File: src/hw/rtl/dtcs_pkg.sv
// Shared types and constants for the decimal token checked summer.
// No dependencies.
`default_nettype none

package dtcs_pkg;

    localparam logic [7:0]  CH_MINUS = 8'd45;
    localparam logic [7:0]  CH_ZERO  = 8'd48;
    localparam logic [7:0]  CH_NINE  = 8'd57;
    localparam int          MAG_W    = 63;
    localparam int          VAL_W    = 64;

    typedef enum logic [1:0] {
        ST_REJECT  = 2'd0,
        ST_ADDED   = 2'd1,
        ST_SKIPPED = 2'd2,
        ST_TERM    = 2'd3
    } t_status;

    // Finished token handed from the parser to the summing stage
    typedef struct packed {
        logic             bad;
        logic             neg;
        logic [MAG_W-1:0] mag;
    } t_tok;

endpackage

`default_nettype wire

File: src/hw/rtl/dtcs_tok.sv
// Token parser: per-character sign, digit and magnitude tracking.
// Holds one finished token for the summing stage. Uses dtcs_pkg.
`default_nettype none

module dtcs_tok
    import dtcs_pkg::*;
(
    input  wire logic       i_clk,
    input  wire logic       i_rst_n,
    input  wire logic       i_take,
    input  wire logic [7:0] i_char_code,
    input  wire logic       i_token_last,
    input  wire logic       i_sum_ready,
    output logic            o_tok_valid,
    output t_tok            o_tok
);

    logic             r_at_start;
    logic             r_neg;
    logic             r_bad;
    logic [MAG_W-1:0] r_mag;
    logic             r_tok_valid;
    t_tok             r_tok;

    logic             w_minus;
    logic             w_digit;
    logic [MAG_W+3:0] w_prod;
    logic             w_ovf;
    logic             n_neg;
    logic             n_bad;
    logic [MAG_W-1:0] n_mag;

    always_comb begin
        w_minus = r_at_start && (i_char_code == CH_MINUS);
        w_digit = (i_char_code >= CH_ZERO) && (i_char_code <= CH_NINE);
        w_prod  = ({4'b0, r_mag} << 3) + ({4'b0, r_mag} << 1)
                + {{MAG_W{1'b0}}, i_char_code[3:0]};
        // magnitude above the signed 64-bit maximum
        w_ovf   = |w_prod[MAG_W+3:MAG_W];
        n_neg   = r_neg | w_minus;
        n_bad   = r_bad | (!w_minus && !w_digit) || (!w_minus && w_digit && w_ovf);
        n_mag   = r_mag;
        if (!w_minus && w_digit && !r_bad && !w_ovf) begin
            n_mag = w_prod[MAG_W-1:0];
        end
    end

    always_ff @(posedge i_clk) begin
        if (!i_rst_n) begin
            r_at_start  <= 1'b1;
            r_neg       <= 1'b0;
            r_bad       <= 1'b0;
            r_mag       <= '0;
            r_tok_valid <= 1'b0;
        end else begin
            if (r_tok_valid && i_sum_ready) begin
                r_tok_valid <= 1'b0;
            end
            if (i_take) begin
                if (i_token_last) begin
                    r_at_start  <= 1'b1;
                    r_neg       <= 1'b0;
                    r_bad       <= 1'b0;
                    r_mag       <= '0;
                    r_tok_valid <= 1'b1;
                end else begin
                    r_at_start <= 1'b0;
                    r_neg      <= n_neg;
                    r_bad      <= n_bad;
                    r_mag      <= n_mag;
                end
            end
        end
    end

    always_ff @(posedge i_clk) begin
        if (i_take && i_token_last) begin
            r_tok.bad <= n_bad;
            r_tok.neg <= n_neg;
            r_tok.mag <= n_mag;
        end
    end

    assign o_tok_valid = r_tok_valid;
    assign o_tok       = r_tok;

endmodule

`default_nettype wire

File: src/hw/rtl/dtcs_sum.sv
// Summing stage: signs the token, checks the 64-bit sum, keeps the total
// and holds the result register. Uses dtcs_pkg.
`default_nettype none

module dtcs_sum
    import dtcs_pkg::*;
(
    input  wire logic              i_clk,
    input  wire logic              i_rst_n,
    input  wire logic              i_tok_valid,
    input  wire t_tok              i_tok,
    output logic                   o_ready,
    output logic                   o_out_valid,
    input  wire logic              i_out_stall,
    output logic [1:0]             o_status,
    output logic signed [VAL_W-1:0] o_token_value,
    output logic signed [VAL_W-1:0] o_running_total
);

    logic                    r_out_valid;
    t_status                 r_status;
    logic signed [VAL_W-1:0] r_value;
    logic signed [VAL_W-1:0] r_shown;
    logic signed [VAL_W-1:0] r_total;

    logic                    w_load;
    logic signed [VAL_W-1:0] w_x;
    logic        [VAL_W:0]   w_sum;
    logic                    w_sum_ovf;
    t_status                 n_status;
    logic signed [VAL_W-1:0] n_value;
    logic signed [VAL_W-1:0] n_total;
    logic signed [VAL_W-1:0] n_shown;

    assign o_ready = !r_out_valid || !i_out_stall;
    assign w_load  = i_tok_valid && o_ready;

    always_comb begin
        w_x       = i_tok.neg ? -$signed({1'b0, i_tok.mag}) : $signed({1'b0, i_tok.mag});
        w_sum     = {w_x[VAL_W-1], w_x} + {r_total[VAL_W-1], r_total};
        w_sum_ovf = w_sum[VAL_W] ^ w_sum[VAL_W-1];
        n_total   = r_total;
        n_shown   = r_total;
        n_value   = w_x;
        if (i_tok.bad) begin
            n_status = ST_REJECT;
            n_value  = '0;
        end else if (i_tok.mag == '0) begin
            n_status = ST_TERM;
            n_total  = '0;
        end else if (w_sum_ovf) begin
            n_status = ST_SKIPPED;
        end else begin
            n_status = ST_ADDED;
            n_total  = $signed(w_sum[VAL_W-1:0]);
            n_shown  = $signed(w_sum[VAL_W-1:0]);
        end
    end

    always_ff @(posedge i_clk) begin
        if (!i_rst_n) begin
            r_out_valid <= 1'b0;
            r_total     <= '0;
        end else begin
            if (w_load) begin
                r_out_valid <= 1'b1;
                r_total     <= n_total;
            end else if (!i_out_stall) begin
                r_out_valid <= 1'b0;
            end
        end
    end

    always_ff @(posedge i_clk) begin
        if (w_load) begin
            r_status <= n_status;
            r_value  <= n_value;
            r_shown  <= n_shown;
        end
    end

    assign o_out_valid     = r_out_valid;
    assign o_status        = r_status;
    assign o_token_value   = r_value;
    assign o_running_total = r_shown;

endmodule

`default_nettype wire

File: src/hw/rtl/decimal_token_checked_summer.sv
// Top level of the decimal token checked summer: parser and summing stage.
// Uses dtcs_pkg, dtcs_tok and dtcs_sum.
//
// Takes one ASCII character per cycle; a token ends on the transfer with
// i_token_last high and yields exactly one result through the parser
// register, then the result register. A token may begin with '-', all
// other characters must be digits; magnitudes above 2^63-1 or non-digits
// give status 0. Otherwise the signed value is added to the running total
// (status 1), skipped if the 64-bit sum would overflow (status 2), or, for
// a zero value, the total is reported and cleared (status 3). Sustained
// rate is one character per cycle; o_in_stall rises only while a finished
// token waits behind a stalled result register.
`default_nettype none

module decimal_token_checked_summer
    import dtcs_pkg::*;
(
    input  wire logic               i_clk,
    input  wire logic               i_rst_n,
    input  wire logic               i_in_valid,
    output logic                    o_in_stall,
    input  wire logic [7:0]         i_char_code,
    input  wire logic               i_token_last,
    output logic                    o_out_valid,
    input  wire logic               i_out_stall,
    output logic [1:0]              o_status,
    output logic signed [VAL_W-1:0] o_token_value,
    output logic signed [VAL_W-1:0] o_running_total
);

    logic w_take;
    logic w_tok_valid;
    t_tok w_tok;
    logic w_sum_ready;

    assign o_in_stall = w_tok_valid && !w_sum_ready;
    assign w_take     = i_in_valid && !o_in_stall;

    dtcs_tok u_tok (
        .i_clk        (i_clk),
        .i_rst_n      (i_rst_n),
        .i_take       (w_take),
        .i_char_code  (i_char_code),
        .i_token_last (i_token_last),
        .i_sum_ready  (w_sum_ready),
        .o_tok_valid  (w_tok_valid),
        .o_tok        (w_tok)
    );

    dtcs_sum u_sum (
        .i_clk           (i_clk),
        .i_rst_n         (i_rst_n),
        .i_tok_valid     (w_tok_valid),
        .i_tok           (w_tok),
        .o_ready         (w_sum_ready),
        .o_out_valid     (o_out_valid),
        .i_out_stall     (i_out_stall),
        .o_status        (o_status),
        .o_token_value   (o_token_value),
        .o_running_total (o_running_total)
    );

    a_reject_zero: assert property (@(posedge i_clk) disable iff (!i_rst_n)
        o_out_valid && (o_status == ST_REJECT) |-> o_token_value == '0)
        else $error("rejected token carries a value");

    a_term_zero: assert property (@(posedge i_clk) disable iff (!i_rst_n)
        o_out_valid && (o_status == ST_TERM) |-> o_token_value == '0)
        else $error("terminator carries a nonzero value");

    a_added_nonzero: assert property (@(posedge i_clk) disable iff (!i_rst_n)
        o_out_valid && (o_status == ST_ADDED) |-> o_token_value != '0)
        else $error("zero token reported as added");

    a_tok_hold: assert property (@(posedge i_clk) disable iff (!i_rst_n)
        w_tok_valid && !w_sum_ready |=> w_tok_valid && $stable(w_tok))
        else $error("pending token lost while result stalled");

endmodule

`default_nettype wire
File: config.mk
export PLATFORM = sky130hd
export DESIGN_NAME = decimal_token_checked_summer
export DESIGN_NICKNAME = d
export VERILOG_FILES = /design/src/hw/rtl/dtcs_pkg.sv /design/src/hw/rtl/dtcs_tok.sv /design/src/hw/rtl/dtcs_sum.sv /design/src/hw/rtl/decimal_token_checked_summer.sv
export SDC_FILE = /design/constraint.sdc
export NUM_CORES = 1
export LEC_CHECK = 0
export BUFFER_PORTS_ARGS = -buffer_cell sky130_fd_sc_hd__clkbuf_2
export CORE_ASPECT_RATIO = 0.5
export CORE_UTILIZATION = 45
export DETAILED_ROUTE_END_ITERATION = 7
export GPL_TIMING_DRIVEN = 0
export PLACE_DENSITY = 0.77
export SLEW_MARGIN = 30
export SYNTH_ARGS = -nofsm -noshare
export SYNTH_HDL_FRONTEND = slang
export SYNTH_SLANG_ARGS = --single-unit
File: constraint.sdc
create_clock -name i_clk -period 6.3 [get_ports i_clk]
set_input_delay 0.945 -clock i_clk [delete_from_list [all_inputs] [get_ports i_clk]]
set_output_delay 0.945 -clock i_clk [all_outputs]
set_load 0.005 [all_outputs]
==> results of run 1 <==
==> metal layers <==
| metal | part of all wire | vias to the layer above |
|---|---|---|
| met5 | 0 | - |
| met4 | 0.029 | 0 |
| met3 | 0.077 | 142 |
| met2 | 0.45 | 770 |
| met1 | 0.45 | 9386 |
| li1 | - | 9148 |
==> worst paths after layout <==
| kind | endpoint | start | cells after the start | slack (ps) |
|---|---|---|---|---|
| hold reg to reg | u_tok.r_neg | u_tok.r_neg | 2 | 470 |
| hold / removal | u_tok.r_neg | u_tok.r_neg | 2 | 470 |
| setup reg to reg | u_sum.o_running_total[62] | u_tok.o_tok[25] | 22 | 70 |
| setup / recovery | u_sum.o_running_total[62] | u_tok.o_tok[25] | 22 | 70 |
==> Yosys cell counts (all sizes together), types with 63 or more instances <==
library cell / n
a21oi: 164
a22o: 64
clkbuf: 90
dfxtp: 132
edfxtp: 195
ha: 191
mux2: 80
nand2: 222
nor2: 97
nor2b: 95
o21ai: 137
xnor2: 117
xor2: 63
==> critical path, cell delays in order, from the launching register on <==
cell	delay (ps)
sky130_fd_sc_hd__edfxtp_1	410
sky130_fd_sc_hd__or4_4	550
sky130_fd_sc_hd__or2_4	270
sky130_fd_sc_hd__nor2_4	150
sky130_fd_sc_hd__nand3_4	130
sky130_fd_sc_hd__nor2_4	150
sky130_fd_sc_hd__nand3_4	110
sky130_fd_sc_hd__or4_4	540
sky130_fd_sc_hd__or4_4	590
sky130_fd_sc_hd__o21ai_2	180
sky130_fd_sc_hd__xnor2_2	110
sky130_fd_sc_hd__ha_1	340
sky130_fd_sc_hd__inv_1	110
sky130_fd_sc_hd__or2_4	290
sky130_fd_sc_hd__nor3_4	210
sky130_fd_sc_hd__or4bb_4	510
sky130_fd_sc_hd__nand2_4	110
sky130_fd_sc_hd__o21a_4	140
sky130_fd_sc_hd__nor2_2	70
sky130_fd_sc_hd__nor3_4	270
sky130_fd_sc_hd__buf_6	160
sky130_fd_sc_hd__buf_8	150
sky130_fd_sc_hd__mux2_2	380
==> power breakdown <==
part           internal (mW)  leakage (nW)  switching, mW
logic                  0.152          7.05          0.253
registers               2.30          2.96         0.0288
clock network           1.26         0.558          0.868
==> metrics by stage <==
step	total power, mW	hold WS, ps
2_1_floorplan	2.62	427
3_3_place_gp	2.74	439
3_5_place_dp	2.75	449
4_1_cts	4.86	465
5_1_grt	5.00	487
6_report	4.87	467
==> final cells by class <==
cell class / count / area, µm² / share of cell area
Sequential cell: 327 / 8500 / 0.330
Tap cell: 649 / 812 / 0.0315
Buffer: 114 / 512 / 0.0199
Clock inverter: 13 / 219 / 0.00850
Clock buffer: 49 / 948 / 0.0368
Timing Repair Buffer: 175 / 1010 / 0.0391
Inverter: 49 / 191 / 0.00743
Multi-Input combinational cell: 1829 / 13600 / 0.527
==> state kept, by name (all words and copies together), names as in the netlist <==
| signal | cells |
|---|---|
| u_tok.r_bad | 1 |
| u_sum.o_token_value | 64 |
| u_tok.r_mag | 63 |
| u_sum.o_status | 2 |
| u_tok.r_neg | 1 |
| u_tok.o_tok | 65 |
| u_sum.o_running_total | 64 |
| u_sum.o_out_valid | 1 |
| u_sum.r_total | 64 |
| u_tok.r_at_start | 1 |
| u_tok.o_tok_valid | 1 |
==> timing repair <==
item                                    in CTS  in global routing
resized for setup                           41                 64
setup buffers                               10                 19
endpoints found under the setup margin     128                128
pin swaps                                    6                 18
hold buffers                                 0                  0
==> cells by family (layout without fill, tap and decap cells) <==
family                   Yosys count  after routing  share of synthesized area
XOR/XNOR                         180            180                     0.0707
buffers and inverters            171            400                     0.0308
adder cells (fa/ha/maj)          194            194                      0.110
flip-flops                       327            327                      0.381
AO/OA/AOI/OAI                    675            675                      0.204
AND/OR/NAND/NOR                  697            697                      0.162
multiplexers                      83             83                     0.0418
==> impl_metrics.yaml, run 1 <==
run_status:
  status: "finished clean"
logic_synthesis:
  syn_area_um2: 22300
  synthFlopType: "sky130_fd_sc_hd__edfxtp_1"
  syn_inst: 2327
  distinct_cell_type_count_of_the_synthesized_netlist: 73
  synthDominantAreaCellType: "sky130_fd_sc_hd__edfxtp_1"
  synth-seq-area-share: 0.381
  synthesis.yosys.warnings: 0
  synth.ff_latch_count: 327
  synth_fp_nets: 2534
  synth_enable_flop_cells: 195
  synth.top_cells.by_area: "sky130_fd_sc_hd__edfxtp_1, sky130_fd_sc_hd__dfxtp_1, sky130_fd_sc_hd__ha_1"
  synth_top_area_frac: 0.263
  synth_area_per_cell_um2: 9.58
  async_flop_share: 0
cts:
  numClockSinks: 327
  cts_tree: "built"
  cts-htree-levels: 2
  cts-buffers-inserted: 34
  cts_max_path_buffers: 3
  clock-root-buffer: "sky130_fd_sc_hd__clkbuf_16"
  clkSlewWorstSetupHoldPaths_ps: 60
  insertion_delay_ps: 540
setup_path:
  cp-end-kind: "register"
  data_arrival_time_at_the_worst_slack_endpoint_ps: 6500
  maximum_fanout_along_the_worst_path: 10
  cp.required_ps: 6570
  critical_path_class: "reg -> reg"
  startpoint_type: "register"
timing:
  grt_setup_unrepaired: "yes"
  finalCritPeriodShare: 0.989
  fmax_ghz: 0.161
  timing.max_slew.rel_slack: 0.378
  finalSetupViolCount: 0
  timing.clock.skew_ps: 20.0
  finalWorstSetupSlack_ps: 70.7
  finalMaxSlewViolations: 0
  worst_slew_pin_slew_ps: 927
  setup-tns-final_ps: 0
  timing.final.hold_violations: 0
  period_minus_slack_ps: 6230
global_route:
  grt-busiest-layer: "met2"
  initial_antenna_violation_count: 0
  grt_use_met2: 0.391
  use_met1: 0.356
  grtUsageTotal: 0.248
  globalRouteOverflowTotal: 0
  grt_first_pass_wirelength_mm: 99.9
  grt_max_degree: 85
  grt_pass1_vias: 18100
  use_met3: 0.0300
routing:
  dr_total_vias: 19400
  vias_per_cell: 6.07
  detail_route.drc_violations: 0
  wl_mm: 65.2
  drtAntennaViolNets: 0
  drt-pass1-iter-count: 7
  drt-initial-drc-count: 1888
  detail_route.wl_per_cell_um: 20.3
pwr:
  power.density_cell_area_nw_per_um2: 189
  power_leakage_nw: 10.6
  worst_ir_drop_vdd_uv: 179
job:
  drv_cap: 0
placement:
  numPortBuffers: 144
  dp.cells: 3122
  finalWeightedCongestion: 0.975
  detailed_place_hpwl_mm: 50.0
  detailed_place.area_um2: 23900
  place_worst_setup_slack_ps: -1160
floorplan:
  design.core.area_um2: 48700
  die_wd_um: 317
  rows: 57
  floorplan_die_height_um: 159
  boundaryPins: 145
  fp.dieArea_um2: 50500
  floorplan.initialDensity: 0.458
worst_hold_path:
  hold_class: "reg -> reg"
final_layout:
  final_area_um2: 25800
  layout.filler_cells: 4140
  most-common-layout-cells: "sky130_fd_sc_hd__nand2_1, sky130_fd_sc_hd__edfxtp_1, sky130_fd_sc_hd__ha_1, sky130_fd_sc_hd__a21oi_1, sky130_fd_sc_hd__clkbuf_2"
  final_cells: 3205
  num_antenna_cells: 0
  share_of_final_layout_standard_cells_stronger_than_drive_strength_1: 0.165
  layout.cells.most_common: "sky130_fd_sc_hd__nand2_1"
  fin_util: 0.529
  area.growth.synth_to_final_pct: 15.6
  final_net_count: 2737
Note: power is estimated with default switching activity, not from simulation.
==> run 2: changes to the inputs <==
--- a/config.mk
+++ b/config.mk
@@ -10,8 +10,9 @@
 export CORE_UTILIZATION = 45
 export DETAILED_ROUTE_END_ITERATION = 7
 export GPL_TIMING_DRIVEN = 0
-export PLACE_DENSITY = 0.77
+export PLACE_DENSITY = 0.76
 export SLEW_MARGIN = 30
 export SYNTH_ARGS = -nofsm -noshare
 export SYNTH_HDL_FRONTEND = slang
+export SYNTH_HIERARCHICAL = 1
 export SYNTH_SLANG_ARGS = --single-unit
==> constraint.sdc (replaced) <==
create_clock -name i_clk -period 5.55 [get_ports i_clk]
set_input_delay 0.8325 -clock i_clk [delete_from_list [all_inputs] [get_ports i_clk]]
set_output_delay 0.8325 -clock i_clk [all_outputs]
set_load 0.005 [all_outputs]
==> run 2 against run 1 <==
Net effect:
- the flow now finishes with violations (setup timing)
- critical path depth decreased by 1
- setup slack got worse by 640 ps
- global-route usage increased by 1.0 points
- non-clock buffer count increased by 33
- core utilization increased by 0.41 points
- hold slack got worse by 19 ps
- clock power increased by 10%
- combinational power increased by 120%
- clock skew increased by 3.6 ps
- critical path type unchanged
==> impl_metrics.yaml, run 2 <==
routing:
  drt-initial-drc-count: 1938
  drtAntennaViolNets: 0
  vias_per_cell: 6.03
  wl_mm: 71.3
  detail_route.wl_per_cell_um: 20.7
  drt-pass1-iter-count: 6
  dr_total_vias: 20700
  detail_route.drc_violations: 0
final_layout:
  largest_reg_flops: 65
  most-common-layout-cells: "sky130_fd_sc_hd__nand2_1, sky130_fd_sc_hd__edfxtp_1, sky130_fd_sc_hd__ha_1, sky130_fd_sc_hd__a21oi_1, sky130_fd_sc_hd__o21ai_0"
  area.growth.synth_to_final_pct: 15.7
  final_net_count: 2930
  sequential_cell_area_um2: 8500
  multiInputGateArea_um2: 14400
  layout.cells.most_common: "sky130_fd_sc_hd__nand2_1"
  layout.filler_cells: 4558
  share_of_final_layout_standard_cells_stronger_than_drive_strength_1: 0.178
logic_synthesis:
  syn_inst: 2506
  synthDominantAreaCellType: "sky130_fd_sc_hd__edfxtp_1"
  synth_top_area_frac: 0.250
  distinct_cell_type_count_of_the_synthesized_netlist: 105
  synth_fp_nets: 2712
  syn_area_um2: 23400
  synthFlopType: "sky130_fd_sc_hd__edfxtp_1"
  synth-seq-area-share: 0.363
  synth.top_cells.by_area: "sky130_fd_sc_hd__edfxtp_1, sky130_fd_sc_hd__dfxtp_1, sky130_fd_sc_hd__ha_1"
  yosysMostFrequentCell: "sky130_fd_sc_hd__nand2_1"
  synth_area_per_cell_um2: 9.34
  async_flop_share: 0
  synthesis.yosys.warnings: 6
  synth.top_cells.by_count: "sky130_fd_sc_hd__nand2_1, sky130_fd_sc_hd__edfxtp_1, sky130_fd_sc_hd__ha_1"
  synth_enable_flop_cells: 195
  synth.ff_latch_count: 327
timing:
  grt_setup_unrepaired: "yes"
  finalSetupViolCount: 130
  finalCritPeriodShare: 1.10
  timing.final.hold_violations: 0
  timing.max_slew.rel_slack: 0.456
  fmax_ghz: 0.163
  post_route_worst_hold_slack_ps: 448
  timing.clock.skew_ps: 23.5
  worst_slew_pin_slew_ps: 810
  period_minus_slack_ps: 6120
  finalWorstSetupSlack_ps: -572
  finalMaxSlewViolations: 0
setup_path:
  setup.worst_path.start: "u_tok/o_tok[8]"
  reg2reg_slack_ps: -570
  critical_path_class: "reg -> reg"
  startpoint_type: "register"
  rr_worst_depth: 21
  cp-end-kind: "register"
  maximum_fanout_along_the_worst_path: 10
  rr_endpoint: "u_sum/o_running_total[28]"
  data_arrival_time_at_the_worst_slack_endpoint_ps: 6400
  cp.required_ps: 5820
  crit_path_end: "u_sum/o_running_total[28]"
  reg2reg_from: "u_tok/o_tok[8]"
cts:
  cts_tree: "built"
  cts_hold_buf: 0
  cts-htree-levels: 2
  numClockSinks: 327
  clkSlewWorstSetupHoldPaths_ps: 70
  clock-root-buffer: "sky130_fd_sc_hd__clkbuf_16"
  cts_max_path_buffers: 3
  cts-buffers-inserted: 34
  insertion_delay_ps: 550
placement:
  finalWeightedCongestion: 0.986
  numPortBuffers: 144
  detailed_place_hpwl_mm: 55.4
  place_worst_setup_slack_ps: -1330
floorplan:
  floorplan.initialDensity: 0.461
  fp.dieArea_um2: 53000
  boundaryPins: 145
  floorplan_die_height_um: 163
  design.core.area_um2: 50800
  rows: 58
  die_wd_um: 325
global_route:
  grt_first_pass_wirelength_mm: 108
  grtUsageTotal: 0.258
  initial_antenna_violation_count: 0
  grt_max_degree: 52
  globalRouteOverflowTotal: 0
  grt_pass1_vias: 19100
pwr:
  power.density_cell_area_nw_per_um2: 219
  pwr_total_mw: 5.93
  worst_ir_drop_vdd_uv: 207
  power_leakage_nw: 11.1
job:
  drv_cap: 0
run_status:
  status: "complete, but fails checks"
  violations: "setup timing"
worst_hold_path:
  hold_class: "reg -> reg"
run 2: cell types whose count changed after synthesis, sizes merged, moves of 19 or more:
cell,before,now
o21ai,137,169
o211ai,17,37
buf,32,65
and2,12,75
nand4b,26,2
nor3,33,58
nor2b,95,11
nand2,222,320
nand4,33,75
a41oi,4,23
nand3,56,91
run 2: through the flow:
step                      utilization  TNS (ps)  std cells  cell area (µm²)
after global placement          0.493   -152410       3340            25100
after global routing            0.533    -81160       3439            27100
after CTS                       0.527    -59240       3424            26700
final                           0.533    -68030       3440            27100
after detailed placement        0.495   -161160       3343            25100
after floorplan                     -    -34170       2506            23500
run 2: final cells by class:
class / instances / share of cell area
antenna: 1 / 0.0000924
clock inverter: 15 / 0.00582
clock buffer: 46 / 0.0365
multi-input combinational: 1984 / 0.533
timing repair buffer: 190 / 0.0428
tap: 690 / 0.0319
buffer: 132 / 0.0281
sequential: 327 / 0.314
inverter: 55 / 0.00772
run 2: worst min path at each step:
| stage | slack [ps] | cells past startpoint | startpoint | endpoint |
|---|---|---|---|---|
| 2_1_floorplan | 420 | 1 | u_tok/r_at_start | u_tok/r_at_start |
| 3_3_place_gp | 430 | 1 | u_tok/r_at_start | u_tok/r_at_start |
| 3_5_place_dp | 430 | 1 | u_tok/r_at_start | u_tok/r_at_start |
| 4_1_cts | 450 | 1 | u_tok/r_at_start | u_tok/r_at_start |
| 5_1_grt | 460 | 1 | u_tok/r_at_start | u_tok/r_at_start |
| 6_report | 450 | 1 | u_tok/r_at_start | u_tok/r_at_start |
run 2: cells by family after synthesis:
family                   share of synthesized area
AO/OA/AOI/OAI                                0.205
buffers and inverters                       0.0408
adder cells (fa/ha/maj)                      0.104
AND/OR/NAND/NOR                              0.181
multiplexers                                0.0394
XOR/XNOR                                    0.0665
flip-flops                                   0.363
run 2: what timing repair did:
item | in CTS | in global routing
setup endpoints to repair | 130 | 130
gates cloned | 0 | 1
gates resized for setup | 58 | 40
hold endpoints to repair | 0 | 0
buffers inserted | 23 | 19
pin swaps | 23 | 9
run 2: worst max-delay path: stages, from the launching register on:
cell and delay (ps):
sky130_fd_sc_hd__edfxtp_1 420, sky130_fd_sc_hd__or4_4 600, sky130_fd_sc_hd__buf_4 160, sky130_fd_sc_hd__or4_4 510, sky130_fd_sc_hd__or3_4 380, sky130_fd_sc_hd__nor3_4 240
sky130_fd_sc_hd__nand4_4 210, sky130_fd_sc_hd__o31ai_4 290, sky130_fd_sc_hd__xnor2_2 210, sky130_fd_sc_hd__ha_1 300, sky130_fd_sc_hd__clkbuf_1 210, sky130_fd_sc_hd__a21oi_2 200
sky130_fd_sc_hd__o21ai_1 160, sky130_fd_sc_hd__a211o_1 300, sky130_fd_sc_hd__a221o_1 310, sky130_fd_sc_hd__a21oi_2 210, sky130_fd_sc_hd__o21ai_4 120, sky130_fd_sc_hd__xnor2_4 160
sky130_fd_sc_hd__or2_4 260, sky130_fd_sc_hd__buf_12 150, sky130_fd_sc_hd__buf_12 150, sky130_fd_sc_hd__mux2_4 300
run 2: power by group:
part           total [mW]  switching, mW  internal, mW
clock                2.35          0.997          1.35
sequential           2.70         0.0492          2.65
combinational       0.881          0.521         0.361
total                5.93           1.57          4.36
run 2: per-layer routing:
layer  routed length, µm  track usage  vias to the layer above
li1                    -            -                     9794
met1               32000        0.365                     9965
met2               31400        0.406                      844
met3                5710       0.0376                      131
met4                2200       0.0853                        0
met5                   0            0                        -
